File: src/spq_pkg.sv
// ----------------------------------------------------------------------------
// Stable priority queue package
// Entry layout, status codes, operation codes and the cell control bundle
// shared by the cell chain and the top level.
// ----------------------------------------------------------------------------
package spq_pkg;

  localparam int QUEUE_DEPTH_DEFAULT = 16;

  localparam int PRIO_W   = 4;
  localparam int AGE_W    = 8;
  localparam int GENDER_W = 2;
  localparam int TAG_W    = 16;
  localparam int OCC_W    = 5;

  localparam logic OP_ENQ = 1'b0;
  localparam logic OP_DEQ = 1'b1;

  typedef enum logic [1:0] {
    ST_OK    = 2'd0,
    ST_FULL  = 2'd1,
    ST_EMPTY = 2'd2
  } status_t;

  // Packed with the priority in the lowest bits, as on the stream data bus.
  typedef struct packed {
    logic [TAG_W-1:0]    tag;
    logic [GENDER_W-1:0] gender;
    logic [AGE_W-1:0]    age;
    logic [PRIO_W-1:0]   prio;
  } entry_t;

  // Broadcast to every cell of the chain in each cycle.
  typedef struct packed {
    logic   enq;
    logic   deq;
    entry_t new_entry;
  } cell_ctl_t;

endpackage

File: src/spq_cell.sv
// ----------------------------------------------------------------------------
// Stable priority queue cell
// One slot of the sorted chain. It holds its entry, takes the new entry,
// its left neighbour's entry or its right neighbour's entry each cycle.
// ----------------------------------------------------------------------------
module spq_cell (
  input  logic              clk,
  input  spq_pkg::cell_ctl_t ctl,
  input  logic              occupied,
  input  logic              left_stays,
  input  spq_pkg::entry_t   left_entry,
  input  spq_pkg::entry_t   right_entry,
  output spq_pkg::entry_t   entry,
  output logic              stays
);
  import spq_pkg::*;

  entry_t entry_next;

  // An occupied entry with equal or better priority stays ahead of the new one,
  // which is what keeps ties in arrival order.
  assign stays = occupied && (entry.prio <= ctl.new_entry.prio);

  always_comb begin
    entry_next = entry;
    if (ctl.enq) begin
      if (!stays) begin
        if (left_stays) begin
          entry_next = ctl.new_entry;
        end else begin
          entry_next = left_entry;
        end
      end
    end else if (ctl.deq) begin
      entry_next = right_entry;
    end
  end

  always_ff @(posedge clk) begin
    entry <= entry_next;
  end

endmodule

File: src/stable_priority_queue_unit.sv
// ----------------------------------------------------------------------------
// Stable priority queue unit
// Bounded priority queue built as a chain of sorted cells; lower priority
// numbers leave first and equal priorities leave in arrival order.
// ----------------------------------------------------------------------------
//  Channel  Direction  tdata (low bit up)                         tuser
//  s_*      in         priority, age, gender, tag                 op
//  m_*      out        priority, age, gender, tag, occupancy      status
//
//  The whole cell chain inserts or shifts at once for every transaction, and
//  the result lands in the output register in the next cycle.
//  One input transaction is taken per cycle while the output register is free
//  or being drained; a stalled output holds s_tready low.
//  Synchronous reset empties the queue and holds s_tready low; entry contents
//  are not cleared.
// ----------------------------------------------------------------------------
module stable_priority_queue_unit #(
  parameter int QUEUE_DEPTH = spq_pkg::QUEUE_DEPTH_DEFAULT
) (
  input  logic        clk,
  input  logic        rst,
  input  logic        s_tvalid,
  output logic        s_tready,
  input  logic [31:0] s_tdata,  // [3:0] priority, [11:4] age, [13:12] gender, [29:14] tag
  input  logic [0:0]  s_tuser,  // [0] op
  output logic        m_tvalid,
  input  logic        m_tready,
  output logic [39:0] m_tdata,  // [3:0] priority, [11:4] age, [13:12] gender,
                                // [29:14] tag, [34:30] occupancy
  output logic [1:0]  m_tuser   // [1:0] status
);
  import spq_pkg::*;

  localparam int CNT_W = $clog2(QUEUE_DEPTH + 1);
  localparam logic [CNT_W-1:0] FULL_CNT = CNT_W'(QUEUE_DEPTH);

  logic [CNT_W-1:0] entry_count;
  logic [CNT_W-1:0] entry_count_next;
  logic             accept;
  logic             is_full;
  logic             is_empty;
  entry_t           new_entry;
  cell_ctl_t        ctl;
  status_t          status_next;
  entry_t           out_entry_next;
  entry_t           out_entry;
  status_t          out_status;
  logic [CNT_W-1:0] out_count;

  entry_t           cell_entry [QUEUE_DEPTH];
  logic             cell_stays [QUEUE_DEPTH];

  assign s_tready = !rst && (!m_tvalid || m_tready);
  assign accept   = s_tvalid && s_tready;
  assign is_full  = (entry_count == FULL_CNT);
  assign is_empty = (entry_count == '0);

  assign new_entry = s_tdata[$bits(entry_t)-1:0];

  always_comb begin
    ctl.new_entry    = new_entry;
    ctl.enq          = accept && (s_tuser[0] == OP_ENQ) && !is_full;
    ctl.deq          = accept && (s_tuser[0] == OP_DEQ) && !is_empty;
    entry_count_next = entry_count;
    status_next      = ST_OK;
    out_entry_next   = '0;
    if (s_tuser[0] == OP_ENQ) begin
      if (is_full) begin
        status_next = ST_FULL;
      end else begin
        entry_count_next = entry_count + CNT_W'(1);
      end
    end else begin
      if (is_empty) begin
        status_next = ST_EMPTY;
      end else begin
        entry_count_next = entry_count - CNT_W'(1);
        out_entry_next   = cell_entry[0];
      end
    end
  end

  for (genvar i = 0; i < QUEUE_DEPTH; i++) begin : g_cell
    logic   left_stays;
    entry_t left_entry;
    entry_t right_entry;

    if (i == 0) begin : g_head
      assign left_stays = 1'b1;
      assign left_entry = new_entry;
    end else begin : g_body
      assign left_stays = cell_stays[i-1];
      assign left_entry = cell_entry[i-1];
    end

    if (i == QUEUE_DEPTH - 1) begin : g_tail
      assign right_entry = new_entry;
    end else begin : g_mid
      assign right_entry = cell_entry[i+1];
    end

    spq_cell u_cell (
      .clk         (clk),
      .ctl         (ctl),
      .occupied    (CNT_W'(i) < entry_count),
      .left_stays  (left_stays),
      .left_entry  (left_entry),
      .right_entry (right_entry),
      .entry       (cell_entry[i]),
      .stays       (cell_stays[i])
    );
  end

  always_ff @(posedge clk) begin
    if (rst) begin
      entry_count <= '0;
      m_tvalid    <= 1'b0;
    end else begin
      if (accept) begin
        entry_count <= entry_count_next;
        m_tvalid    <= 1'b1;
      end else if (m_tready) begin
        m_tvalid <= 1'b0;
      end
    end
  end

  always_ff @(posedge clk) begin
    if (accept) begin
      out_entry  <= out_entry_next;
      out_status <= status_next;
      out_count  <= entry_count_next;
    end
  end

  assign m_tdata = {5'b0, OCC_W'(out_count), out_entry};
  assign m_tuser = out_status;

endmodule

File: config.mk
export PLATFORM = sky130hd
export DESIGN_NAME = stable_priority_queue_unit
export DESIGN_NICKNAME = d
export VERILOG_FILES = /design/src/spq_pkg.sv /design/src/spq_cell.sv /design/src/stable_priority_queue_unit.sv
export SDC_FILE = /design/constraint.sdc
export NUM_CORES = 1
export LEC_CHECK = 0
export BUFFER_PORTS_ARGS = -buffer_cell sky130_fd_sc_hd__buf_2
export CORE_UTILIZATION = 60
export CTS_CLUSTER_SIZE = 8
export DETAILED_ROUTE_END_ITERATION = 10
export GPL_TIMING_DRIVEN = 0
export PLACE_DENSITY = 0.79
export RECOVER_POWER = 100
export SLEW_MARGIN = 20
export SYNTH_ARGS = -nofsm -noshare
export SYNTH_HDL_FRONTEND = slang
export SYNTH_SLANG_ARGS = --single-unit
export TNS_END_PERCENT = 20
File: constraint.sdc
create_clock -name clk -period 13.34 [get_ports clk]
set_input_delay 0.667 -clock clk [delete_from_list [all_inputs] [get_ports clk]]
set_output_delay 0.667 -clock clk [all_outputs]
set_load 0.05 [all_outputs]
==> summary.txt <==
Run status
  • Status: finished, violations left
  • Failing checks: capacitance limit, slew limit

Finish
  • Layout cell share with drive strength beyond 1: between 7 and 8%
  • Post-layout util: between 60% and 70%
  • Syn-to-layout area delta: 10.75%
  • Final net count: approximately 2800
  • Antenna Diode Count: 0
  • Layout fillers: 3467

Clock tree
  • CTS tree: built
  • Hold_buf cts: 0
  • CTS clk-pin slew, worst paths: approximately 50 ps
  • Clock sink count: about 520
  • Clk_lat worst skew: roughly 600 ps
  • H-tree Lvls: 3
  • Root buf cell: clkbuf_16
  • Post-CTS setup buffer count: 0
  • Post-CTS resize count: 0
  • Total CTS buffers: between 70 and 80
  • CTS max path bufs: 3

Die
  • Starting Density: 61.14%
  • Die Wd: around 210 um
  • Core ar.: ~45000 um^2
  • Die footprint: about 46000 um^2
  • I/O pin count: a little over 80
  • Chip height: 215.0 um
  • Std-Cell Rows: 77

Timing
  • # setup viols final: 0
  • Worst Max-Slew Pin Slew: between 1500 and 2000 ps
  • Final Hold Fails: 0
  • RSZ-0062 raised after global routing: no
  • Setup TNS: 0 ps
  • Worst slew margin: -32.29%
  • Tmin final: about 6200 ps
  • Worst Skew: 22.79 ps
  • Final period util: 46.37%
  • Max Clk Rate: between 150 and 200 MHz
  • Final Max Slew Viols: 52

Power and ir drop
  • Pwr dens: 158.6 nW/um^2
  • Seq pwr share: 44.7%
  • Power Internal: 3.356 mW
  • Clock Power Share: a little over a third
  • NetSw: between 1 and 1.5 mW
  • Switching share of total power: approximately 30%
  • Peak VDD IR: about 120 uV
  • Comb power frac: a little under a fifth
  • Leak: 10.83 nW

Critical path
  • CP Capture Type: flop
  • Worst Path Required: between 10000 and 15000 ps
  • Register-to-register path setup slack: between 7000 and 8000 ps
  • CP Max Fanout: 10
  • Crit Path Category: reg -> reg
  • Worst EP arrival: ~6400 ps
  • CP Launch Type: flop

Synth
  • Avg Cell Area, Syn: 10.82 um^2
  • Most used DFF post-synth: edfxtp_1
  • Synth warn: 0
  • Netlist cell types: 58
  • Synth top area cells: edfxtp_1 57%, o211ai_1 8.0%, nand2_1 6.6%, nand3_1 5.7%, ha_1 3.1%
  • Post-synthesis async set-or-reset flop share: 0%
  • Post-synth top area cell: edfxtp_1
  • Synthesized cell area: 27210 um^2
  • Post-synth EDFFs: 517
  • Gate Count Post-Synth: roughly 2500
  • Seq/Total Area, Yosys: a little under three fifths
  • Synth top area share: 57.05%
  • Synthesis-stage register bit count: approximately 520

Global route
  • Initial antenna violation count: 1
  • Largest net degree at the start of global routing: 37
  • Number of global-route vias before repair: 20426
  • Remaining global-route overflow: 0
  • Total track usage: about a third
  • First-pass GRT wire length: between 100 and 150 mm

Place
  • # port buffers: slightly above 70
  • Post-DP HPWL: between 60 and 70 mm
  • Placer Congestion: approximately 0.95

Detailed routing
  • Wire per inst: 23.89 um
  • Post-Route WL: around 80 mm
  • Remaining antenna violation count after routing: 0
  • Pre-Repair DR Iteration Count: 6
  • Residual DRC: 0
  • DR iter-0 viols: 2738
  • Via/cell ratio: about 6.5
  • Vias: around 21000

Hold path
  • Class of the worst hold path: in -> reg

Run
  • Maximum capacitance violations: 2
[cell usage after synthesis, drive strengths merged (5+ instances only)]
| cell type | instances |
|---|---|
| edfxtp | 517 |
| nand2 | 477 |
| nand3 | 312 |
| o211ai | 289 |
| o21ai | 135 |
| buf | 128 |
| clkbuf | 117 |
| a21oi | 76 |
| nor2 | 75 |
| ha | 68 |
| mux2i | 64 |
| a31oi | 63 |
| mux2 | 32 |
| and2 | 31 |
| inv | 26 |
| nor2b | 16 |
| o221ai | 14 |
| a41o | 9 |
| nor3 | 9 |
| o2111ai | 9 |
| dfxtp | 6 |
| a21o | 5 |
[critical path: stages, from the launching register on]
cell and delay, ps:
dfxtp_1 530, clkbuf_1 440, inv_1 200, ha_1 280, a31oi_1 470, nand2_1 400
clkbuf_1 510, clkbuf_1 480, clkbuf_1 440, o211ai_1 680, clkbuf_1 460, clkbuf_1 440
clkbuf_1 440
[registers in the layout (all words and copies together), names as in the netlist]
name,count
g_cell.u_cell.entry,480
m_tdata,30
entry_count,5
out_count,5
m_tuser,2
m_tvalid,1
[layout by cell type, fill, tap and decap left out, types with 4 or more instances in the layout]
master and count:
a21o_1 5, a21oi_1 76, a31oi_1 63, a41o_1 9, and2_0 23, and2_1 8, buf_2 66, buf_4 33
clkbuf_1 235, clkbuf_16 78, conb_1 5, dfxtp_1 6, edfxtp_1 517, ha_1 68, inv_1 26, mux2_1 26
mux2i_1 64, nand2_1 476, nand3_1 312, nor2_1 74, nor2b_1 16, nor3_1 8, o2111ai_1 9, o211ai_1 289
o21a_1 4, o21ai_0 133, o221ai_1 14
[through the flow]
step / hold slack [ps] / std cells / cell area [um^2] / setup slack (ps) / total power, mW
final: 346.9 / 3285 / 30140 / 7155 / 4.779
after global routing: 374.0 / 3285 / 30140 / 6913 / 4.929
after CTS: 323.8 / 3285 / 30530 / 8445 / 4.785
after detailed placement: 533.0 / 3187 / 28440 / 8187 / 3.058
after global placement: 527.6 / 3182 / 28330 / 6532 / 3.008
after floorplan: 514.2 / 2518 / 27230 / 8283 / 2.761
[cell type report]
cell class / count / area [um^2] / share of cell area (%)
flip-flops and latches: 523 / 15650 / 51.91
multi-input cells: 1724 / 10130 / 33.61
clock buffers: 93 / 2008 / 6.663
plain buffers: 245 / 1100 / 3.649
well taps: 592 / 740.7 / 2.458
repair buffers: 77 / 330.3 / 1.096
inverters: 26 / 97.59 / 0.3238
clock inverters: 5 / 87.58 / 0.2906
[final timing paths]
kind	depth (start not counted)	startpoint	endpoint
min	3	s_tvalid	m_tvalid
max	12	entry_count[1]	g_cell[15].u_cell.entry[11]
min reg2reg	2	g_cell[1].u_cell.entry[18]	g_cell[0].u_cell.entry[18]
max reg2reg	12	entry_count[1]	g_cell[15].u_cell.entry[11]
[metal layers]
metal | GRT usage, % | routed length, um | share of wire [%]
met4 | 12.79 | 2835 | 3.6
met3 | 6.412 | 9108 | 12
met1 | 45.22 | 30320 | 39
met5 | 0 | 0 | 0
met2 | 53.85 | 36200 | 46
[cells by family (layout without fill, tap and decap cells)]
| group | after synthesis | count (layout) | share of synthesized area, % |
|---|---|---|---|
| compound gates | 622 | 622 | 15.39 |
| xor+xnor | 2 | 2 | 0.06438 |
| fa+ha+maj | 68 | 68 | 3.126 |
| buf+inv | 271 | 446 | 4.814 |
| flops | 523 | 523 | 57.49 |
| mux | 96 | 96 | 4.078 |
| other cells | 1 | 5 | 0.01378 |
| simple gates | 931 | 931 | 15.03 |
[power groups by stage]
stage               registers, mW  logic (mW)  clock network (mW)
global placement             2.15       0.856                   0
finish                       2.13       0.901                1.74
floorplan                    2.15       0.606                   0
CTS                          2.13       0.910                1.75
global route                 2.14       0.971                1.81
detailed placement           2.15       0.904                   0
(Power assumes the default switching activity.)
